**src/rtl/core/cbe_pkg.sv**
```systemverilog
// ----------------------------------------------------------------------------
// CBOR encoder package
// Types, codes and constants shared by the encoder modules.
// ----------------------------------------------------------------------------
package cbe_pkg;

    localparam int unsigned MAX_BYTES_DEF = 65535;
    localparam logic [15:0] CAP_RESET     = 16'd1024;
    localparam int unsigned JOB_BYTES     = 9;

    localparam logic [7:0] AI_ONE_BYTE  = 8'h18;
    localparam logic [7:0] AI_TWO_BYTE  = 8'h19;
    localparam logic [7:0] BSTR_EIGHT   = 8'h48;
    localparam logic [63:0] IMM_LIMIT   = 64'd24;

    typedef enum logic [2:0] {
        KIND_HEAD    = 3'd0,
        KIND_SIGNED  = 3'd1,
        KIND_UINT64  = 3'd2,
        KIND_PAYLOAD = 3'd3,
        KIND_RESTART = 3'd4
    } t_kind;

    typedef enum logic [1:0] {
        ST_OK        = 2'd0,
        ST_OVERFLOW  = 2'd1,
        ST_TOO_LARGE = 2'd2
    } t_status;

    typedef enum logic [1:0] {
        OP_BYTES,
        OP_TOO_LARGE,
        OP_RESTART,
        OP_NONE
    } t_op;

    typedef struct packed {
        t_op                          op;
        logic [JOB_BYTES-1:0][7:0]    bytes;
        logic [3:0]                   count;
        logic                         block;
    } t_job;

    typedef struct packed {
        logic [7:0]  out_byte;
        logic [15:0] out_index;
        logic        byte_valid;
        t_status     status;
        logic        last;
        logic [15:0] used_size;
    } t_result;

endpackage

```
**src/rtl/core/cbor_head_and_item_encoder_unit.sv**
```systemverilog
// ----------------------------------------------------------------------------
// CBOR head and item encoder
// Streaming encoder of CBOR heads, integers, uint64 byte strings, payload and restarts.
// ----------------------------------------------------------------------------
// Input words are written with push while full is low. Each word carries a
// kind and its operands. Results are read with pop while empty is low; each
// result is one written byte with its buffer position, or one status word
// without a byte, and o_last marks the final result of an input word.
// The capacity register is written on the configuration channel, which is
// always ready; it should only change while the encoder is idle.
// A front end decodes each word into a byte job in a two-entry job queue.
// A back end writes one byte per cycle while the result queue has room,
// against the running position, into a two-entry result queue. A word is
// registered in the job queue, the back end and the result queue in turn.
// Throughput is one result per cycle while pop is high. A word gives one
// result per byte, one to three for heads and nine for a uint64; an error
// result ends it early. Reset clears the write position, both queues and
// sets the capacity to 1024. When pop stays low the result queue fills,
// the back end holds, and full rises once the job queue holds two words.
// ----------------------------------------------------------------------------
module cbor_head_and_item_encoder_unit #(
    parameter int unsigned MAX_BYTES = cbe_pkg::MAX_BYTES_DEF
) (
    input  logic               i_clk,
    input  logic               i_rst_n,
    input  logic               push,
    output logic               full,
    input  logic [2:0]         i_kind,
    input  logic [2:0]         i_major_type,
    input  logic [63:0]        i_argument,
    input  logic signed [31:0] i_signed_value,
    input  logic [7:0]         i_payload_byte,
    input  logic               pop,
    output logic               empty,
    output logic [7:0]         o_out_byte,
    output logic [15:0]        o_out_index,
    output logic               o_byte_valid,
    output logic [1:0]         o_status,
    output logic               o_last,
    output logic [15:0]        o_used_size,
    input  logic               i_cfg_valid,
    output logic               o_cfg_ready,
    input  logic [15:0]        i_cfg_data
);

    localparam logic [15:0] MaxBytes16 = 16'(MAX_BYTES);

    logic [15:0]      r_capacity;
    logic [15:0]      capacity;
    logic             job_valid;
    logic             job_pop;
    cbe_pkg::t_job    job;
    logic             res_full;
    logic             res_push;
    cbe_pkg::t_result res_in;
    cbe_pkg::t_result res_out;

    assign o_cfg_ready = 1'b1;

    always_ff @(posedge i_clk) begin
        if (!i_rst_n) begin
            r_capacity <= cbe_pkg::CAP_RESET;
        end else if (i_cfg_valid && o_cfg_ready) begin
            r_capacity <= i_cfg_data;
        end
    end

    assign capacity = (r_capacity > MaxBytes16) ? MaxBytes16 : r_capacity;

    cbe_front u_front (
        .i_clk          (i_clk),
        .i_rst_n        (i_rst_n),
        .push           (push),
        .full           (full),
        .i_kind         (i_kind),
        .i_major_type   (i_major_type),
        .i_argument     (i_argument),
        .i_signed_value (i_signed_value),
        .i_payload_byte (i_payload_byte),
        .i_job_pop      (job_pop),
        .o_job_valid    (job_valid),
        .o_job          (job)
    );

    cbe_back u_back (
        .i_clk       (i_clk),
        .i_rst_n     (i_rst_n),
        .i_capacity  (capacity),
        .i_job_valid (job_valid),
        .i_job       (job),
        .o_job_pop   (job_pop),
        .i_res_full  (res_full),
        .o_res_push  (res_push),
        .o_res       (res_in)
    );

    cbe_res_fifo u_res_fifo (
        .i_clk   (i_clk),
        .i_rst_n (i_rst_n),
        .i_push  (res_push),
        .i_data  (res_in),
        .o_full  (res_full),
        .i_pop   (pop),
        .o_empty (empty),
        .o_data  (res_out)
    );

    assign o_out_byte   = res_out.out_byte;
    assign o_out_index  = res_out.out_index;
    assign o_byte_valid = res_out.byte_valid;
    assign o_status     = res_out.status;
    assign o_last       = res_out.last;
    assign o_used_size  = res_out.used_size;

endmodule

```
**src/rtl/core/cbe_front.sv**
```systemverilog
// ----------------------------------------------------------------------------
// CBOR encoder front end
// Accepts input words, turns each into a byte job and holds two jobs.
// ----------------------------------------------------------------------------
module cbe_front (
    input  logic                i_clk,
    input  logic                i_rst_n,
    input  logic                push,
    output logic                full,
    input  logic [2:0]          i_kind,
    input  logic [2:0]          i_major_type,
    input  logic [63:0]         i_argument,
    input  logic signed [31:0]  i_signed_value,
    input  logic [7:0]          i_payload_byte,
    input  logic                i_job_pop,
    output logic                o_job_valid,
    output cbe_pkg::t_job       o_job
);

    cbe_pkg::t_job r_q [2];
    logic          r_wr_ptr;
    logic          r_rd_ptr;
    logic [1:0]    r_count;
    cbe_pkg::t_job job;
    logic [63:0]   value;
    logic [7:0]    top;
    logic          do_push;
    logic          do_pop;

    always_comb begin
        if (cbe_pkg::t_kind'(i_kind) == cbe_pkg::KIND_SIGNED) begin
            value = i_signed_value[31] ? {32'd0, ~i_signed_value} : {32'd0, i_signed_value};
            top   = {2'b00, i_signed_value[31], 5'd0};
        end else begin
            value = i_argument;
            top   = {i_major_type, 5'd0};
        end

        job       = '0;
        job.op    = cbe_pkg::OP_NONE;
        unique case (cbe_pkg::t_kind'(i_kind))
            cbe_pkg::KIND_HEAD, cbe_pkg::KIND_SIGNED: begin
                job.op = cbe_pkg::OP_BYTES;
                if (value < cbe_pkg::IMM_LIMIT) begin
                    job.bytes[0] = top | value[7:0];
                    job.count    = 4'd1;
                end else if (value[63:8] == '0) begin
                    job.bytes[0] = top | cbe_pkg::AI_ONE_BYTE;
                    job.bytes[1] = value[7:0];
                    job.count    = 4'd2;
                end else if (value[63:16] == '0) begin
                    job.bytes[0] = top | cbe_pkg::AI_TWO_BYTE;
                    job.bytes[1] = value[15:8];
                    job.bytes[2] = value[7:0];
                    job.count    = 4'd3;
                    job.block    = 1'b1;
                end else begin
                    job.op = cbe_pkg::OP_TOO_LARGE;
                end
            end
            cbe_pkg::KIND_UINT64: begin
                job.op       = cbe_pkg::OP_BYTES;
                job.bytes[0] = cbe_pkg::BSTR_EIGHT;
                for (int i = 0; i < 8; i++) begin
                    job.bytes[i+1] = i_argument[63-8*i -: 8];
                end
                job.count = 4'd9;
                job.block = 1'b1;
            end
            cbe_pkg::KIND_PAYLOAD: begin
                job.op       = cbe_pkg::OP_BYTES;
                job.bytes[0] = i_payload_byte;
                job.count    = 4'd1;
            end
            cbe_pkg::KIND_RESTART: begin
                job.op = cbe_pkg::OP_RESTART;
            end
            default: begin
                job.op = cbe_pkg::OP_NONE;
            end
        endcase
    end

    assign full        = (r_count == 2'd2);
    assign o_job_valid = (r_count != 2'd0);
    assign o_job       = r_q[r_rd_ptr];
    assign do_push     = push && !full;
    assign do_pop      = i_job_pop && o_job_valid;

    always_ff @(posedge i_clk) begin
        if (do_push) begin
            r_q[r_wr_ptr] <= job;
        end
    end

    always_ff @(posedge i_clk) begin
        if (!i_rst_n) begin
            r_wr_ptr <= 1'b0;
            r_rd_ptr <= 1'b0;
            r_count  <= 2'd0;
        end else begin
            if (do_push) begin
                r_wr_ptr <= ~r_wr_ptr;
            end
            if (do_pop) begin
                r_rd_ptr <= ~r_rd_ptr;
            end
            r_count <= r_count + {1'b0, do_push} - {1'b0, do_pop};
        end
    end

endmodule

```
**src/rtl/core/cbe_back.sv**
```systemverilog
// ----------------------------------------------------------------------------
// CBOR encoder back end
// Writes one byte of the current job per step, checks capacity, keeps the position.
// ----------------------------------------------------------------------------
module cbe_back (
    input  logic              i_clk,
    input  logic              i_rst_n,
    input  logic [15:0]       i_capacity,
    input  logic              i_job_valid,
    input  cbe_pkg::t_job     i_job,
    output logic              o_job_pop,
    input  logic              i_res_full,
    output logic              o_res_push,
    output cbe_pkg::t_result  o_res
);

    cbe_pkg::t_job r_job;
    logic          r_busy;
    logic [3:0]    r_idx;
    logic [15:0]   r_pos;
    logic [15:0]   n_pos;
    logic [3:0]    n_idx;
    logic          n_busy;
    logic          step;
    logic          done;
    logic          ok;
    logic          in_block;
    logic          is_last;
    logic [16:0]   block_end;

    always_comb begin
        step      = r_busy && !i_res_full;
        in_block  = r_job.block && (r_idx != 4'd0);
        is_last   = (r_idx == r_job.count - 4'd1);
        block_end = {1'b0, r_pos} + 17'(r_job.count) - 17'd1;
        if (!in_block) begin
            ok = (r_pos < i_capacity);
        end else if (r_idx == 4'd1) begin
            ok = (block_end <= {1'b0, i_capacity});
        end else begin
            ok = 1'b1;
        end

        n_pos           = r_pos;
        o_res           = '0;
        o_res.status    = cbe_pkg::ST_OK;
        o_res.last      = 1'b1;
        o_res.used_size = r_pos;
        done            = 1'b1;
        unique case (r_job.op)
            cbe_pkg::OP_BYTES: begin
                if (ok) begin
                    o_res.out_byte   = r_job.bytes[r_idx];
                    o_res.out_index  = r_pos;
                    o_res.byte_valid = 1'b1;
                    o_res.last       = is_last;
                    o_res.used_size  = r_pos + 16'd1;
                    n_pos            = r_pos + 16'd1;
                    done             = is_last;
                end else begin
                    o_res.status = cbe_pkg::ST_OVERFLOW;
                end
            end
            cbe_pkg::OP_TOO_LARGE: begin
                o_res.status = cbe_pkg::ST_TOO_LARGE;
            end
            cbe_pkg::OP_RESTART: begin
                o_res.used_size = 16'd0;
                n_pos           = 16'd0;
            end
            default: begin
                o_res.used_size = r_pos;
            end
        endcase
        if (!step) begin
            n_pos = r_pos;
        end

        o_res_push = step;
        o_job_pop  = i_job_valid && (!r_busy || (step && done));
        if (o_job_pop) begin
            n_busy = 1'b1;
            n_idx  = 4'd0;
        end else if (step && done) begin
            n_busy = 1'b0;
            n_idx  = r_idx;
        end else if (step) begin
            n_busy = r_busy;
            n_idx  = r_idx + 4'd1;
        end else begin
            n_busy = r_busy;
            n_idx  = r_idx;
        end
    end

    always_ff @(posedge i_clk) begin
        if (o_job_pop) begin
            r_job <= i_job;
        end
    end

    always_ff @(posedge i_clk) begin
        if (!i_rst_n) begin
            r_busy <= 1'b0;
            r_idx  <= 4'd0;
            r_pos  <= 16'd0;
        end else begin
            r_busy <= n_busy;
            r_idx  <= n_idx;
            r_pos  <= n_pos;
        end
    end

endmodule

```
**src/rtl/core/cbe_res_fifo.sv**
```systemverilog
// ----------------------------------------------------------------------------
// CBOR encoder result queue
// Two-entry queue that parts the byte writer from the result consumer.
// ----------------------------------------------------------------------------
module cbe_res_fifo (
    input  logic              i_clk,
    input  logic              i_rst_n,
    input  logic              i_push,
    input  cbe_pkg::t_result  i_data,
    output logic              o_full,
    input  logic              i_pop,
    output logic              o_empty,
    output cbe_pkg::t_result  o_data
);

    cbe_pkg::t_result r_q [2];
    logic             r_wr_ptr;
    logic             r_rd_ptr;
    logic [1:0]       r_count;
    logic             do_push;
    logic             do_pop;

    assign o_full  = (r_count == 2'd2);
    assign o_empty = (r_count == 2'd0);
    assign o_data  = r_q[r_rd_ptr];
    assign do_push = i_push && !o_full;
    assign do_pop  = i_pop && !o_empty;

    always_ff @(posedge i_clk) begin
        if (do_push) begin
            r_q[r_wr_ptr] <= i_data;
        end
    end

    always_ff @(posedge i_clk) begin
        if (!i_rst_n) begin
            r_wr_ptr <= 1'b0;
            r_rd_ptr <= 1'b0;
            r_count  <= 2'd0;
        end else begin
            if (do_push) begin
                r_wr_ptr <= ~r_wr_ptr;
            end
            if (do_pop) begin
                r_rd_ptr <= ~r_rd_ptr;
            end
            r_count <= r_count + {1'b0, do_push} - {1'b0, do_pop};
        end
    end

endmodule

```
**config.mk**
```make
export PLATFORM = sky130hd
export DESIGN_NAME = cbor_head_and_item_encoder_unit
export DESIGN_NICKNAME = d
export VERILOG_FILES = /design/src/rtl/core/cbe_pkg.sv /design/src/rtl/core/cbor_head_and_item_encoder_unit.sv /design/src/rtl/core/cbe_front.sv /design/src/rtl/core/cbe_back.sv /design/src/rtl/core/cbe_res_fifo.sv
export SDC_FILE = /design/constraint.sdc
export NUM_CORES = 1
export LEC_CHECK = 0
export ABC_AREA = 1
export BUFFER_PORTS_ARGS = -buffer_cell sky130_fd_sc_hd__buf_2
export CORE_AREA = 2 2 181 183
export DETAILED_ROUTE_END_ITERATION = 10
export DIE_AREA = 0 0 183 185
export PLACE_DENSITY_LB_ADDON = 0.08
export SLEW_MARGIN = 0
export SYNTH_ARGS = -nofsm -noshare
export SYNTH_HDL_FRONTEND = slang
export SYNTH_SLANG_ARGS = --single-unit
```
**constraint.sdc**
```tcl
create_clock -name i_clk -period 14.31 [get_ports i_clk]
set_input_delay 0.7155 -clock i_clk [delete_from_list [all_inputs] [get_ports i_clk]]
set_output_delay 0.7155 -clock i_clk [all_outputs]
set_load 0.01 [all_outputs]
```
; ---- Word-level counts from Yosys, hierarchy flattened
; Memory sizes are Yosys's and may differ from the RTL's. A register that Yosys moved wholly into a read port is not among the register bits.
; Cells that the tools add are included.
[totals]
word_cells = 114
reg_bits = 45
ram_bits = 246
inputBits = 131
mem_count = 2
output_inout_bits = 47
[memory_table]
columns = name, depth, word_bits, read_ports, rd_ports_with_merged_regs, wr, line_no
row1 = u_front.r_q, 2, 79, 1, 1, 1, cbe_front.sv:20  ; cbe_pkg::t_job r_q [2];
row2 = u_res_fifo.r_q, 2, 44, 1, 1, 1, cbe_res_fifo.sv:16  ; cbe_pkg::t_result r_q [2];
[op_classes]
n_bitwise = 8
reduce_logical = 27
addsub = 9
n_lt_le_gt_ge = 5
n_eq_ne = 11
mux = 42
[op_table]
columns = cell, count
row1 = 16-bit case mux with 2 select lines, 3
row2 = 64-bit by 5-bit less-than comparator with 1-bit output (second input constant), 1
row3 = 64-bit 2-to-1 mux, 1
row4 = 56-bit zero test, 1
row5 = 25-bit 2-to-1 mux, 2
row6 = 48-bit zero test, 1
row7 = 16-bit 2-to-1 mux, 3
row8 = 48-bit 2-to-1 mux, 1
row9 = 12-bit case mux with 3 select lines, 1
row10 = 8-bit binary-select mux with 4-bit select, 1
row11 = 32-bit 2-to-1 mux, 1
row12 = 32-bit NOT, 1
row13 = 29-bit 2-to-1 mux, 1
row14 = 8-bit 2-to-1 mux, 3
row15 = 20-bit 2-to-1 mux, 1
row16 = 1-bit 2-to-1 mux, 18
row17 = 16-bit by 4-bit adder with 17-bit output, 1
row18 = 17-bit by 16-bit <= comparator with 1-bit output, 1
row19 = 17-bit 2-to-1 mux, 1
row20 = 17-bit by 1-bit subtractor with 17-bit output (second input constant), 1
row21 = 16-bit by 1-bit adder with 16-bit output (second input constant), 1
row22 = 16-bit > comparator (second input constant), 1
row23 = 16-bit less-than comparator, 1
row24 = 12-bit 2-to-1 mux, 1
row25 = other kinds (29), 54

; ---- Logic depth before layout (Yosys ltp)
[depth]
word_depth = 12
ltp_mapped = 36
ltp_nobuf = 36

; ---- Cells and area by module
; A second synthesis with hierarchy kept.
[hier_totals]
cells_unflattened = 1683
area_unflattened_um2 = 18288.8
[by_module_without_submodules]
columns = mod, cells_each, seq_area_each_um2, instances, area_per_inst_um2
row1 = cbe_front, 674, 4784.6, 1, 7576.0
row2 = cbe_back, 732, 2792.7, 1, 6402.4
row3 = cbe_res_fifo, 175, 2742.6, 1, 3627.2
row4 = cbor_head_and_item_encoder_unit, 102, 320.3, 1, 683.2

; ---- Worst setup path before layout
; No wires, ideal clock.
[synth_path]
path_kind = register -> register
start = reg u_back.r_pos[1]
end = reg u_front.r_count[1]
n_path_buf = 0
path_slack_ns = 8.342
path_stages_with_launch = 36
setup_ns = 0.070
t_arrival_ns = 5.898
t_required_ns = 14.240
synth_period_minus_slack_ns = 5.968
path_cell_list = dfxtp_1 -> inv_1 -> ha_1 -> inv_1 -> ha_1 -> inv_1 -> fa_1 -> inv_1 -> a21oi_1 -> o21ai_0 -> nand3_1 -> nand2_1 -> xor2_1 -> ha_1 -> inv_1 -> nor3_1 -> nand2_1 -> nand2_1 -> nand2_1 -> nand2_1 -> nand2_1 -> nand2_1 -> nand2_1 -> nand2_1 -> nand2_2 -> nand4_2 -> nand2_1 -> nand2_1 -> nand2_2 -> inv_1 -> ha_1 -> inv_1 -> ha_1 -> xor2_1 -> o21ai_0 -> a21oi_1
[synth_between]
elab_chain_len = 12
word_cells_on_any_way = 13
cone_classes = add/sub: 3 / order compare: 2 / mux: 4 / reduce/logical: 4
[synth_lines]
columns = element, line_no
row1 = start: declaration, cbe_back.sv:20  ; logic [15:0] r_pos;
row2 = start signal: assignment, cbe_back.sv:110  ; r_pos <= n_pos;
row3 = 16-bit by 4-bit adder with 17-bit output, cbe_back.sv:35  ; block_end = {1'b0, r_pos} + 17'(r_job.count) - 17'd1;
row4 = 17-bit by 1-bit subtractor with 17-bit output, cbe_back.sv:35
row5 = 17-bit by 16-bit <= comparator with 1-bit output, cbe_back.sv:39  ; ok = (block_end <= {1'b0, i_capacity});
row6 = 1-bit 2-to-1 mux, cbe_back.sv:38  ; end else if (r_idx == 4'd1) begin
row7 = 1-bit 2-to-1 mux (*), cbe_back.sv:36  ; if (!in_block) begin
row8 = 1-bit 2-to-1 mux (*), cbe_back.sv:52  ; if (ok) begin
row9 = 1-bit 2-to-1 mux (*), cbe_back.sv:50  ; unique case (r_job.op)
row10 = 1-bit logical AND (*), cbe_back.sv:80  ; o_job_pop = i_job_valid && (!r_busy || (step && done));
row11 = 1-bit logical OR (*), cbe_back.sv:80
row12 = 1-bit logical AND (*), cbe_back.sv:80
row13 = net job_pop, cbor_head_and_item_encoder_unit.sv:51  ; logic job_pop;
row14 = 1-bit logical AND (*), cbe_front.sv:88  ; assign do_pop = i_job_pop && o_job_valid;
row15 = 2-bit by 1-bit subtractor with 2-bit output (*), cbe_front.sv:108  ; r_count <= r_count + {1'b0, do_push} - {1'b0, do_pop};
row16 = end signal: assignment, cbe_front.sv:108
row17 = end: declaration, cbe_front.sv:23  ; logic [1:0] r_count;
; Mark *: on every way through the listed nets, which the timed path passes. The rest lies on a longest branch.
; A chain may end at the register's enable or synchronous reset.

; ---- Worst setup path after layout
[layout_path]
start = reg u_back.r_pos[1]
end = reg u_back.r_job[59] (netlist name)
[layout_between]
elab_chain_len = 10
word_cells_on_any_way = 11
cone_classes = add/sub: 2 / order compare: 2 / mux: 4 / reduce/logical: 3
[layout_lines]
columns = element, line_no
row1 = 16-bit by 4-bit adder with 17-bit output, cbe_back.sv:35
row2 = 17-bit by 1-bit subtractor with 17-bit output, cbe_back.sv:35
row3 = 17-bit by 16-bit <= comparator with 1-bit output, cbe_back.sv:39
row4 = 1-bit 2-to-1 mux, cbe_back.sv:38
row5 = 1-bit 2-to-1 mux (*), cbe_back.sv:36
row6 = 1-bit 2-to-1 mux (*), cbe_back.sv:52
row7 = 1-bit 2-to-1 mux (*), cbe_back.sv:50
row8 = 1-bit logical AND (*), cbe_back.sv:80
row9 = 1-bit logical OR (*), cbe_back.sv:80
row10 = 1-bit logical AND (*), cbe_back.sv:80
row11 = net job_pop, cbor_head_and_item_encoder_unit.sv:51
; Marked as above.

==> impl_results.md <==
* Avg Synthesized Cell Area at 11.72 µm²
* Largest delay share family, worst path: simple AND/OR/NAND/NOR gates
* Post-place setup slack at 9.033 ns
* CTS Buf Count at 39
* Via density per instance at 5.454
* Kind of critical path: reg -> reg
* Clock Skews at 0.01509 ns
* Final Util at 61.49%
* Post-DP HPWL at 27050 µm
* Final WS setup at 8.960 ns
* Beginning of the worst hold path: i_cfg_data[10]
* Count leader, synth: edfxtp_1
* Max FO, Critical Path at 63
* Ports at 178
* Area fraction of the dominant cell type after synthesis at 55.94%
* CP Launch Type: flop
* Setup crit end: u_back.r_job[59]$_DFFE_PP_
* Slowest stage delay, CP at 0.70 ns
* Initial drt markers at 817
* Via count at 11.36k
* Combinational power share at 36.6%
* GRT Overall Usage at 22.90%
* Int Power at 2638 µW
* Drt wl/cell at 18.53 µm
* Drt pass-1 iters at 6
* Die height at 185 µm
* Mapped Cells at 1475
* Core area at 32040 µm²
* Post-CTS Setup Repair Bufs at 0
* Levels on crit path at 30
* CTS Sinks at 368
* Most used cell, CP: nand2_1
* Cell row count at 66
* Tcrit/Tclk final at 37.39%
* Routed WL at 38570 µm
* First-pass GRT wire length at 59770 µm
* Fmax at 0.1869 GHz
* Overall Power at 4060 µW
* Largest net degree at the start of global routing at 80
* Top cells by count, synth: edfxtp_1, inv_1, nand2_1
* Buffers & Inverters on Critical Path at 7
* Clk pwr share at 23.0%
* Top FF cell, synth: edfxtp_1
* Initial antenna violation count at 0
* Grt total ovfl at 0
* Post-synth EDFFs at 322
* VDD IR-drop max at 0.1402 mV
* Layout cells sized above 1 at 23.54%
* Post-CTS sizing at 0
* Vias in the first global route at 11.09k
* Crit-path slowest cell: buf_4
* R2R Path Start: u_back.r_pos[1]$_SDFFE_PN0P_
* CP endpoint kind: flop
* Antenna diodes at 0
* Post-Syn Nets at 1676
* Switching pwr at 1423 µW
* Placer congestion estimate at 0.8962
* Req. time, crit path at 14.46 ns
* Final nets at 1849
* Post-DRT Antenna Nets at 0
* R2R Path End: u_back.r_job[59]$_DFFE_PP_
* Final Max Slew Viols at 0
* Slew margin rel. at 25.10%
* Seq/Total Area, Yosys at 61.26%
* Root buf cell: clkbuf_16
* Pwr dens at 206.1 nW/µm²
* Die X at 183 µm
* Post-synth cell types at 49
* Tmin final at 5.350 ns
* Cell area after synthesis at 17290 µm²
* # fillers at 2590
* Area leader, netlist: edfxtp_1
* Final Setup Violations at 0
* RSZ-0062 raised after global routing: no
* Setup TNS at 0 ns
* Synthesized flop and latch total at 368
* Quantity of hold-fixing buffers added after cts at 0
* Area Overhead vs Synth at 13.97%
* H-tree depth at 2
* Outcome: completed
* Max-Cap Viols at 0
* Worst Tran Pin Value at 1.124 ns
* Seq pwr share at 40.4%
* Static Leak at 0.007901 µW
* Reg clk slew, reported paths at 0.06 ns
* Synth async-reset ratio at 0%
* Synth area leaders: edfxtp_1, mux2_2, dfxtp_1
* Ys Warns at 0
* Crit path from: u_back.r_pos[1]$_SDFFE_PN0P_
* Die ar. at 33860 µm²
* TritonCTS clock tree: done
* Initial Util at 53.95%
* Final hold violations at 0
* Net Sw Frac at 35.04%
* Worst-Skew Late Latency at 0.53 ns
* Worst EP arrival at 5.50 ns
* Post-route DRC at 0
* Worst hold path class: in -> reg
* Reg2Reg Depth at 30
* Max Root-Sink Buffers at 3
* PortBufs at 176
* R2R Setup Slk at 8.96 ns
-- state kept, by name (all words and copies together) (netlist names), named ones only --
| name | flops |
|---|---|
| u_front.r_wr_ptr | 1 |
| u_back.r_job | 78 |
| u_res_fifo.r_wr_ptr | 1 |
| u_back.r_pos | 16 |
| u_front.r_count | 2 |
| u_front.r_rd_ptr | 1 |
| u_res_fifo.r_count | 2 |
| u_back.r_busy | 1 |
| u_back.r_idx | 4 |
| r_capacity | 16 |
| u_res_fifo.r_rd_ptr | 1 |
| u_front.r_q | 156 |
| u_res_fifo.r_q | 88 |
-- per-layer routing --
layer	track usage (%)	vias up	wire length, µm
li1	-	5540	-
met1	28.46	5403	16020
met2	40.67	339	19420
met3	3.775	73	1933
met4	7.936	0	1205
met5	0	-	0
-- worst min-delay path, delay by kind of cell --
family / cells / cell delay, ns
buf+inv: 1 / 0.07
compound gates: 2 / 0.11
-- cells by family (layout without fill, tap and decap cells) --
| kind of cell | after synthesis | after routing | share of synthesized area (%) |
|---|---|---|---|
| compound gates | 243 | 243 | 8.107 |
| xor+xnor | 48 | 48 | 2.432 |
| fa+ha+maj | 70 | 70 | 5.110 |
| buf+inv | 232 | 431 | 5.305 |
| flops | 368 | 368 | 61.26 |
| mux | 122 | 122 | 7.947 |
| other cells | 1 | 1 | 0.02169 |
| simple gates | 391 | 391 | 9.815 |
-- cell type report --
type                       count  area, µm²  share of cell area (%)
sequential                   368      10590                   53.77
multi-input combinational    875       5809                   29.49
clock buffer                  47       1006                   5.106
timing repair buffer         186      955.9                   4.852
inverter                     178      668.1                   3.391
tap                          408      510.5                   2.591
clock inverter                20      158.9                  0.8066
-- worst min path at each step --
stage,to,cells past startpoint
after floorplan,u_front.r_count[1]$_SDFF_PN0_,1
after CTS,r_capacity[10]$_SDFFE_PN1P_,3
after global routing,r_capacity[0]$_SDFFE_PN0P_,3
after detailed placement,u_res_fifo.r_rd_ptr$_SDFFE_PN0P_,1
final,r_capacity[10]$_SDFFE_PN1P_,3
after global placement,u_res_fifo.r_rd_ptr$_SDFFE_PN0P_,1
-- power groups by stage --
stage	combinational (µW)	sequential [µW]	clock (µW)
2_1_floorplan	1110	1620	0
3_3_place_gp	1460	1660	0
3_5_place_dp	1490	1660	0
4_1_cts	1500	1640	951
5_1_grt	1670	1670	994
6_report	1490	1640	933
-- cell usage in the layout, fill, tap and decap left out, types with 9 or more instances in the layout --
cell / count
a21oi_1: 82
inv_1: 168
nand2_1: 155
buf_4: 10
o31ai_1: 10
o22ai_1: 18
edfxtp_1: 322
dfxtp_1: 44
clkbuf_16: 39
nor2_1: 133
xor2_1: 33
nand4_1: 15
mux2_2: 122
ha_1: 69
nand3_1: 30
xnor2_1: 15
nor3_1: 26
clkinv_1: 13
nand2_2: 9
o21ai_0: 86
buf_2: 176
-- stage by stage --
stage,instances,hold slack (ns),instance area (µm²)
global route,2082,0.4256,19700
global placement,2015,0.4358,18540
finish,2082,0.4002,19700
CTS,2082,0.3861,19700
floorplan,1475,0.4223,17290
detailed placement,2015,0.4456,18540
Note: power is estimated with default switching activity, not from simulation.
